==> config.mk <==
export PLATFORM = sky130hd
export DESIGN_NAME = bppg_ctrl
export DESIGN_NICKNAME = d
export VERILOG_FILES = /design/src/rtl/core/bppg_pkg.sv /design/src/rtl/core/bppg_ctrl.sv
export SDC_FILE = /design/constraint.sdc
export NUM_CORES = 1
export LEC_CHECK = 0
export BUFFER_PORTS_ARGS = -buffer_cell sky130_fd_sc_hd__buf_4
export CORE_AREA = 2 2 39 41
export CTS_CLUSTER_DIAMETER = 60
export CTS_CLUSTER_SIZE = 24
export DETAILED_ROUTE_END_ITERATION = 12
export DIE_AREA = 0 0 41 43
export MAX_ROUTING_LAYER = met4
export PLACE_DENSITY = 0.81
export SYNTH_ARGS = -nofsm -noshare
export SYNTH_HDL_FRONTEND = slang
export SYNTH_SLANG_ARGS = --single-unit
export TNS_END_PERCENT = 10
==> constraint.sdc <==
create_clock -name clk -period 3.05 [get_ports clk]
set_clock_uncertainty 0.15 [all_clocks]
set_input_delay 0.61 -clock clk [delete_from_list [all_inputs] [get_ports clk]]
set_output_delay 0.61 -clock clk [all_outputs]
set_load 0.01 [all_outputs]
==> src/rtl/core/bppg_pkg.sv <==
// Shared types, constants and arithmetic helpers for the PPG Bayer demosaic.
package bppg_pkg;

  localparam int MAX_WIDTH    = 1024;
  localparam int STORED_LINES = 6;
  localparam int XW           = $clog2(MAX_WIDTH);
  localparam int LSW          = 8 * STORED_LINES;
  localparam int DIV_STEPS    = 16;
  localparam int CFG_IW       = 1;

  localparam logic [CFG_IW-1:0] REG_FRAME_WIDTH  = 1'd0;
  localparam logic [CFG_IW-1:0] REG_FRAME_HEIGHT = 1'd1;

  typedef logic [6:0][6:0][7:0] win_t;

  typedef struct packed {
    logic       accept;
    logic       load;
    logic       grn_step;
    logic [2:0] k;
    logic       dsel;
    logic       hue_set;
    logic       hue_step;
    logic       hue_idx;
    logic       load_out;
  } cmd_t;

  typedef struct packed {
    logic emit;
    logic interior;
    logic green_site;
    logic hue_done;
    logic out_free;
  } sts_t;

  function automatic logic [7:0] absd(logic [7:0] a, logic [7:0] b);
    return (a > b) ? a - b : b - a;
  endfunction

  function automatic logic [7:0] clamp8(logic signed [17:0] v);
    logic [7:0] r;
    if (v < 18'sd0) r = 8'd0;
    else if (v > 18'sd255) r = 8'd255;
    else r = v[7:0];
    return r;
  endfunction

  function automatic logic is_interior(logic signed [17:0] r, logic signed [17:0] c,
                                       logic [15:0] h, logic [10:0] w);
    logic signed [17:0] hs;
    logic signed [17:0] ws;
    hs = $signed({2'b0, h});
    ws = $signed({7'b0, w});
    return (r >= 18'sd2) && (r <= hs - 18'sd3) && (c >= 18'sd2) && (c <= ws - 18'sd3);
  endfunction

  // Directional green at the non-green site at window row rc, column cc.
  function automatic logic [7:0] green_interp(win_t w, logic [2:0] rc, logic [2:0] cc);
    logic [7:0]         x, gn, gs, gw, ge, xn, xs, xw, xe, dv, dh;
    logic [9:0]         dn, ds, de, dw;
    logic signed [11:0] v;
    logic signed [11:0] q;
    logic [7:0]         r;
    x  = w[rc][cc];
    gn = w[rc - 3'd1][cc];
    gs = w[rc + 3'd1][cc];
    gw = w[rc][cc - 3'd1];
    ge = w[rc][cc + 3'd1];
    xn = w[rc - 3'd2][cc];
    xs = w[rc + 3'd2][cc];
    xw = w[rc][cc - 3'd2];
    xe = w[rc][cc + 3'd2];
    dv = absd(gn, gs);
    dh = absd(gw, ge);
    dn = {1'b0, absd(x, xn), 1'b0} + {2'b0, dv};
    ds = {1'b0, absd(x, xs), 1'b0} + {2'b0, dv};
    de = {1'b0, absd(x, xe), 1'b0} + {2'b0, dh};
    dw = {1'b0, absd(x, xw), 1'b0} + {2'b0, dh};
    if (dn < de && dn < dw && dn < ds)
      v = $signed({4'b0, gn}) * 12'sd3 + $signed({4'b0, gs}) + $signed({4'b0, x})
          - $signed({4'b0, xn});
    else if (de < dn && de < dw && de < ds)
      v = $signed({4'b0, ge}) * 12'sd3 + $signed({4'b0, gw}) + $signed({4'b0, x})
          - $signed({4'b0, xe});
    else if (dw < de && dw < dn && dw < ds)
      v = $signed({4'b0, gw}) * 12'sd3 + $signed({4'b0, ge}) + $signed({4'b0, x})
          - $signed({4'b0, xw});
    else
      v = $signed({4'b0, gs}) * 12'sd3 + $signed({4'b0, gn}) + $signed({4'b0, x})
          - $signed({4'b0, xs});
    if (v[11]) q = -((-v) >>> 2);
    else q = v >>> 2;
    if (q[11]) r = 8'd0;
    else if (q > 12'sd255) r = 8'd255;
    else r = q[7:0];
    return r;
  endfunction

endpackage

==> src/rtl/core/bppg_ctrl.sv <==
// Sequencing state machine for the PPG demosaic.
module bppg_ctrl import bppg_pkg::*; (
  input  logic clk,
  input  logic rst_n,
  input  logic in_valid,
  output logic in_ready,
  input  sts_t sts,
  output cmd_t cmd
);

  localparam logic [2:0] ST_IDLE = 3'd0;
  localparam logic [2:0] ST_LOAD = 3'd1;
  localparam logic [2:0] ST_GRN  = 3'd2;
  localparam logic [2:0] ST_DSEL = 3'd3;
  localparam logic [2:0] ST_HSET = 3'd4;
  localparam logic [2:0] ST_HDIV = 3'd5;
  localparam logic [2:0] ST_FIN  = 3'd6;

  logic [2:0] state_r, state_nxt;
  logic [2:0] k_r, k_nxt;
  logic       idx_r, idx_nxt;

  always_comb begin
    state_nxt = state_r;
    k_nxt     = k_r;
    idx_nxt   = idx_r;
    cmd       = '0;
    cmd.k       = k_r;
    cmd.hue_idx = idx_r;
    in_ready  = 1'b0;
    unique case (state_r)
      ST_IDLE: begin
        in_ready   = 1'b1;
        cmd.accept = in_valid;
        if (in_valid) state_nxt = ST_LOAD;
      end
      ST_LOAD: begin
        cmd.load = 1'b1;
        if (!sts.emit) begin
          state_nxt = ST_IDLE;
        end else if (!sts.interior) begin
          state_nxt = ST_FIN;
        end else begin
          k_nxt     = sts.green_site ? 3'd1 : 3'd0;
          state_nxt = ST_GRN;
        end
      end
      ST_GRN: begin
        cmd.grn_step = 1'b1;
        if (k_r == 3'd4) begin
          idx_nxt   = 1'b0;
          state_nxt = sts.green_site ? ST_HSET : ST_DSEL;
        end else begin
          k_nxt = k_r + 3'd1;
        end
      end
      ST_DSEL: begin
        cmd.dsel  = 1'b1;
        state_nxt = ST_HSET;
      end
      ST_HSET: begin
        cmd.hue_set = 1'b1;
        state_nxt   = ST_HDIV;
      end
      ST_HDIV: begin
        cmd.hue_step = 1'b1;
        if (sts.hue_done) begin
          if (sts.green_site && !idx_r) begin
            idx_nxt   = 1'b1;
            state_nxt = ST_HSET;
          end else begin
            state_nxt = ST_FIN;
          end
        end
      end
      ST_FIN: begin
        if (sts.out_free) begin
          cmd.load_out = 1'b1;
          state_nxt    = ST_IDLE;
        end
      end
      default: state_nxt = ST_IDLE;
    endcase
  end

  always_ff @(posedge clk) begin
    if (!rst_n) begin
      state_r <= ST_IDLE;
      k_r     <= 3'd0;
      idx_r   <= 1'b0;
    end else begin
      state_r <= state_nxt;
      k_r     <= k_nxt;
      idx_r   <= idx_nxt;
    end
  end

endmodule

==> impl_metrics.env, run 1 <==
export IMPL_first_pass_grt_wire_length_mm=1.849
export IMPL_final_hold_violation_count=0
export IMPL_avgSynthCellArea_um2=9.323
export IMPL_maxCapViolations=0
export IMPL_dpl_hpwl_um=861.3
export IMPL_worst_r2r_startpoint="state_r[1]"
export IMPL_post_drt_via_cell_ratio=5.442
export IMPL_clock_tree_buffer_depth=2
export IMPL_final_cell_count_without_fillers=95
export IMPL_synth_edf_count=0
export IMPL_outcome="finished clean"
export IMPL_timing_hold_worst_path_depth=2
export IMPL_critical_path_cell_chain="or3b_4 -> clkinv_2 -> buf_4"
export IMPL_clkLatencyLatePin_ns=0.26
export IMPL_postSynth_asyncResetShare=0
export IMPL_leakage_nw=0.3274
export IMPL_final_worst_path_period_share=0.7312
export IMPL_hold_slack_ns=0.4307
export IMPL_wire_per_inst_um=12.19
export IMPL_detailed_place_area_um2=690.7
export IMPL_detailedRoute_firstIterationViolations=11
export IMPL_detailedRoute_firstPassIterationCount=4
export IMPL_synth_main_ff_cell="sky130_fd_sc_hd__dfxtp_1"
export IMPL_setup_repair_after_global_routing_missed_its_margin="no"
export IMPL_setup_viols_final=0
export IMPL_die_y_um=43
export IMPL_antenna_found_initial=0
export IMPL_utilization=0.5181
export IMPL_design_final_nets=90
export IMPL_yosysSeqAreaShare=0.2424
export IMPL_tritoncts_sink_count=7
export IMPL_critical_path_max_fanout=13
export IMPL_synth_fp_nets=72
export IMPL_synth_seq_cells=7
export IMPL_synth_warning_count=0
export IMPL_grt_overflow_total=0
export IMPL_grtUsageTotal=0.1569
export IMPL_gp_congestion=0.7779
export IMPL_io_buffers=19
export IMPL_antennaDiodeCount=0
export IMPL_area_delta_synth_final_pct=24.03
export IMPL_number_of_filler_instances_in_the_final_layout=136
export IMPL_transition_time_at_the_pin_with_the_least_slew_margin_ns=0.3801
export IMPL_criticalPathCategory="register to output pin"
export IMPL_power_density_mw_per_mm2=374.1
export IMPL_detail_route_drc_violations=0
export IMPL_reg2reg_setup_slack_ns=1.26
export IMPL_final_period_minus_worst_setup_slack_ns=2.230
export IMPL_data_required_time_at_the_worst_endpoint_ns=2.29
export IMPL_layout_common_cells="sky130_fd_sc_hd__buf_4 (19), sky130_fd_sc_hd__dfxtp_1 (7), sky130_fd_sc_hd__nand2_1 (4)"
export IMPL_dpl_cell_count=91
export IMPL_clk_root_buffer_cell="sky130_fd_sc_hd__clkbuf_4"
export IMPL_die_wd_um=41
export IMPL_cts_setup_buffers=0
export IMPL_maxClockFrequency_mhz=448.4
export IMPL_syn_instance_count=62
export IMPL_worst_slew_margin_rel=0.7463
export IMPL_worst_endpoint_arrival_ns=1.47
export IMPL_critical_path_reg2reg_endpoint="state_r[1]"
export IMPL_maxSlewViolCount=0
export IMPL_largest_net_degree_at_the_start_of_global_routing=15
export IMPL_design_die_area_mm2=0.001763
export IMPL_r2r_cells=4
export IMPL_tritoncts="built"
export IMPL_core_area_mm2=0.001384
export IMPL_critical_path_max_stage_delay_ns=0.53
export IMPL_worstSetupStartpointType="register"
export IMPL_synthDistinctLibCells=43
export IMPL_finalWirelength_mm=1.158
export IMPL_hp_class="register to register"
export IMPL_cts_made_buffers=3
export IMPL_route_antenna_remaining_nets=0
export IMPL_std_cell_rows=14
export IMPL_vias_in_the_first_global_route=450
export IMPL_worstHoldStart="k_r[2]"
export IMPL_pin_count=20
export IMPL_whs_endpoint="k_r[2]"
export IMPL_start_util=0.4177
export IMPL_detailroute_via_count=517
export IMPL_clock_input_transition_at_the_sequential_cells_of_the_worst_setup_and_hold_paths_ns=0.05
export IMPL_ir_worst_vdd_mv=0.1940
export IMPL_slowest_stage_cell_cp="sky130_fd_sc_hd__dfxtp_1"
export IMPL_timing_critical_path_to_type="output pin"
export IMPL_stdcell_area_um2=716.9
export IMPL_setup_tns_ns=0
export IMPL_final_common_cell="sky130_fd_sc_hd__buf_4"
export IMPL_htree_num_levels=1
export IMPL_syn_cell_area_um2=578.1
export IMPL_post_route_cells_drive_above_1_share=0.4684
export IMPL_cts_repair_resized=0
export IMPL_cts_hold_fix_bufs=0
[power by group]
part | switching, W | internal [W]
clock network | 0.0000370 | 0.0000501
registers | 0.0000111 | 0.0000964
logic | 0.0000316 | 0.0000420
total | 0.0000797 | 0.000188
[Yosys cell counts (2+ instances only)]
cell type | count | area share
sky130_fd_sc_hd__ha_1 | 2 | 0.043
sky130_fd_sc_hd__nand2_1 | 4 | 0.026
sky130_fd_sc_hd__nor3_1 | 2 | 0.017
sky130_fd_sc_hd__nand3b_1 | 2 | 0.026
sky130_fd_sc_hd__a21oi_1 | 2 | 0.017
sky130_fd_sc_hd__buf_4 | 3 | 0.039
sky130_fd_sc_hd__inv_1 | 3 | 0.019
sky130_fd_sc_hd__dfxtp_1 | 7 | 0.24
sky130_fd_sc_hd__or3_1 | 2 | 0.022
sky130_fd_sc_hd__nor3b_1 | 2 | 0.026
[area by class of cell]
type | count | area (µm²) | share of cell area
clock buffer | 4 | 26.28 | 0.03665
inverter | 4 | 16.27 | 0.02269
multi-input combinational | 45 | 371.6 | 0.5183
sequential | 7 | 140.1 | 0.1955
tap | 16 | 20.02 | 0.02792
timing repair buffer | 19 | 142.6 | 0.1990
[registers in the layout, indices dropped and copies added (netlist names)]
register  flops
state_r       3
k_r           3
idx_r         1
[worst max-delay path, delay by kind of cell, from the launching register on]
| kind | cells | cell delay [ns] |
|---|---|---|
| buffers and inverters | 2 | 0.22 |
| flip-flops | 1 | 0.53 |
| AND/OR/NAND/NOR | 1 | 0.47 |
[through the flow]
stage               total power [W]  setup slack [ns]
detailed placement        0.0001837             1.089
finish                    0.0002682            0.8199
global placement          0.0001817             1.132
global route              0.0002877            0.7361
CTS                       0.0002726            0.8110
floorplan                 0.0001592             1.274
[layer usage]
layer	vias up	GRT usage	part of all wire
li1	258	-	-
met1	235	0.2045	0.46
met2	22	0.2125	0.46
met3	2	0.03141	0.065
met4	0	0.1000	0.016
met5	-	-	0
[logic make-up after synthesis]
group / synth area share
AND/OR/NAND/NOR: 0.3723
flip-flops: 0.2424
AO/OA/AOI/OAI: 0.2100
multiplexers: 0.01732
buffers and inverters: 0.1147
adder cells (fa/ha/maj): 0.04328
[worst max-delay path by stage]
stage                     startpoint  endpoint  slack (ns)
after global routing      state_r[1]    cmd[8]        0.74
after CTS                 state_r[1]    cmd[8]        0.81
after detailed placement  state_r[1]    cmd[8]        1.09
after global placement    state_r[1]    cmd[8]        1.13
final                     state_r[1]    cmd[8]        0.82
after floorplan           state_r[1]   cmd[10]        1.27
(Power assumes the default switching activity.)
==> inputs of run 2 (changes only) <==
--- a/config.mk
+++ b/config.mk
@@ -6,13 +6,13 @@
 export NUM_CORES = 1
 export LEC_CHECK = 0
 export BUFFER_PORTS_ARGS = -buffer_cell sky130_fd_sc_hd__buf_4
-export CORE_AREA = 2 2 39 41
+export CORE_MARGIN = 2
+export CORE_UTILIZATION = 42
 export CTS_CLUSTER_DIAMETER = 60
 export CTS_CLUSTER_SIZE = 24
 export DETAILED_ROUTE_END_ITERATION = 12
-export DIE_AREA = 0 0 41 43
 export MAX_ROUTING_LAYER = met4
-export PLACE_DENSITY = 0.81
+export PLACE_DENSITY = 0.82
 export SYNTH_ARGS = -nofsm -noshare
 export SYNTH_HDL_FRONTEND = slang
 export SYNTH_SLANG_ARGS = --single-unit
==> constraint.sdc (replaced) <==
create_clock -name clk -period 2 [get_ports clk]
set_clock_uncertainty 0.15 [all_clocks]
set_input_delay 0.4 -clock clk [delete_from_list [all_inputs] [get_ports clk]]
set_output_delay 0.4 -clock clk [all_outputs]
set_load 0.01 [all_outputs]
==> run 2 against run 1 <==
  * Critical endpoint unchanged
  * Clock power grew 57%
  * Count of clock-buffer cells in the layout stayed put
  * Cell count is the same
  * Hold slack worse by 0.16 ns
  * Highest routed layer unchanged
  * Sequential power up 51%
  * Non-clock buffer count rose by 1
  * First-iteration DRC count shrank 18%
  * Sequential cell count unchanged
==> impl_metrics.env, run 2 (synthesis results as in run 1) <==
export IMPL_final_common_cell="sky130_fd_sc_hd__buf_4"
export IMPL_cts_repair_resized=0
export IMPL_leakage_nw=0.3328
export IMPL_timing_critical_path_to_type="output pin"
export IMPL_post_drt_via_cell_ratio=5.337
export IMPL_tritoncts_sink_count=7
export IMPL_reg2reg_setup_slack_ns=0.32
export IMPL_std_cell_rows=13
export IMPL_transition_time_at_the_pin_with_the_least_slew_margin_ns=0.3823
export IMPL_detail_route_drc_violations=0
export IMPL_power_density_mw_per_mm2=574.5
export IMPL_area_delta_synth_final_pct=25.11
export IMPL_hold_slack_ns=0.2707
export IMPL_critical_path_max_fanout=8
export IMPL_clkLatencyLatePin_ns=0.26
export IMPL_design_die_area_mm2=0.001689
export IMPL_outcome="finished clean"
export IMPL_die_y_um=41.10
export IMPL_setup_repair_after_global_routing_missed_its_margin="no"
export IMPL_maxSlewViolCount=0
export IMPL_hp_class="input port to register"
export IMPL_worstSetupStartpointType="register"
export IMPL_detailedRoute_firstPassIterationCount=4
export IMPL_seq_cell_area_um2=140.1
export IMPL_gp_congestion=0.7895
export IMPL_maxCapViolations=0
export IMPL_ir_worst_vdd_mv=0.3448
export IMPL_total_area_of_multi_input_combinational_cells_um2=371.6
export IMPL_worst_slew_margin_rel=0.7448
export IMPL_first_pass_grt_wire_length_mm=1.718
export IMPL_data_required_time_at_the_worst_endpoint_ns=1.45
export IMPL_htree_num_levels=1
export IMPL_number_of_filler_instances_in_the_final_layout=123
export IMPL_criticalPathCategory="register to output pin"
export IMPL_wire_per_inst_um=12.45
export IMPL_cts_made_buffers=3
export IMPL_setup_viols_final=0
export IMPL_antenna_found_initial=0
export IMPL_layout_common_cells="sky130_fd_sc_hd__buf_4 (20), sky130_fd_sc_hd__dfxtp_1 (7), sky130_fd_sc_hd__nand2_1 (4)"
export IMPL_vias_in_the_first_global_route=407
export IMPL_io_buffers=19
export IMPL_detailroute_via_count=507
export IMPL_antennaDiodeCount=0
export IMPL_design_final_nets=91
export IMPL_utilization=0.5558
export IMPL_worst_endpoint_arrival_ns=1.37
export IMPL_dpl_hpwl_um=907.1
export IMPL_cts_setup_buffers=0
export IMPL_post_route_cells_drive_above_1_share=0.4750
export IMPL_maxClockFrequency_mhz=520.9
export IMPL_pin_count=20
export IMPL_core_area_mm2=0.001301
export IMPL_grt_overflow_total=0
export IMPL_cts_hold_fix_bufs=0
export IMPL_start_util=0.4442
export IMPL_final_period_minus_worst_setup_slack_ns=1.920
export IMPL_clk_root_buffer_cell="sky130_fd_sc_hd__clkbuf_4"
export IMPL_final_worst_path_period_share=0.9599
export IMPL_die_wd_um=41.10
export IMPL_clock_tree_buffer_depth=2
export IMPL_detailedRoute_firstIterationViolations=9
export IMPL_route_antenna_remaining_nets=0
export IMPL_finalWirelength_mm=1.183
export IMPL_final_hold_violation_count=0
export IMPL_tritoncts="built"
export IMPL_setup_tns_ns=0
export IMPL_grtUsageTotal=0.1592
export IMPL_largest_net_degree_at_the_start_of_global_routing=15
export IMPL_clock_input_transition_at_the_sequential_cells_of_the_worst_setup_and_hold_paths_ns=0.05
export IMPL_biggestRegsByFlops="k_r: 3 flops, state_r: 3 flops, idx_r: 1 flops"
## run 2: cell types whose count changed in the layout (fill, tap and decap cells not counted)
| cell | before | now |
|---|---|---|
| sky130_fd_sc_hd__buf_4 | 19 | 20 |
## run 2: power by group
part	leakage [nW]	switching (W)	total, W	internal (W)
logic	0.261	0.0000499	0.000116	0.0000657
registers	0.0568	0.0000156	0.000163	0.000147
clock network	0.0150	0.0000607	0.000137	0.0000767
total	0.333	0.000126	0.000415	0.000289
## run 2: metrics by stage
step	total power, W	std cells	instance area, µm²	setup WS (ns)
final	0.0004155	95	723.2	0.08029
after floorplan	0.0002428	62	578.1	0.3962
after global placement	0.0002795	91	696.9	0.3371
after detailed placement	0.0002811	91	696.9	0.3374
after global routing	0.0004361	95	723.2	0.02529
after CTS	0.0004154	95	723.2	0.08479
## run 2: final timing paths
check	cells after the start	endpoint	startpoint
setup / recovery	3	cmd[8]	state_r[1]
hold / removal	2	state_r[0]	rst_n
setup reg to reg	4	k_r[0]	state_r[1]
hold reg to reg	2	k_r[2]	k_r[2]
## run 2: worst max-delay path: stages (launching register included)
cell,delay [ns]
sky130_fd_sc_hd__dfxtp_1,0.44
sky130_fd_sc_hd__or3b_4,0.45
sky130_fd_sc_hd__clkinv_2,0.10
sky130_fd_sc_hd__buf_4,0.12
## run 2: layout make-up
| class | instances | share of cell area |
|---|---|---|
| multi-input combinational | 45 | 0.5138 |
| tap | 15 | 0.02595 |
| timing repair buffer | 20 | 0.2076 |
| sequential | 7 | 0.1938 |
| inverter | 4 | 0.02249 |
| clock buffer | 4 | 0.03633 |
## run 2: per-layer routing
metal,routed length (µm),track usage
met1,550,0.2039
met2,562,0.2383
met3,54,0.03261
met5,0,-
met4,16,0.07258
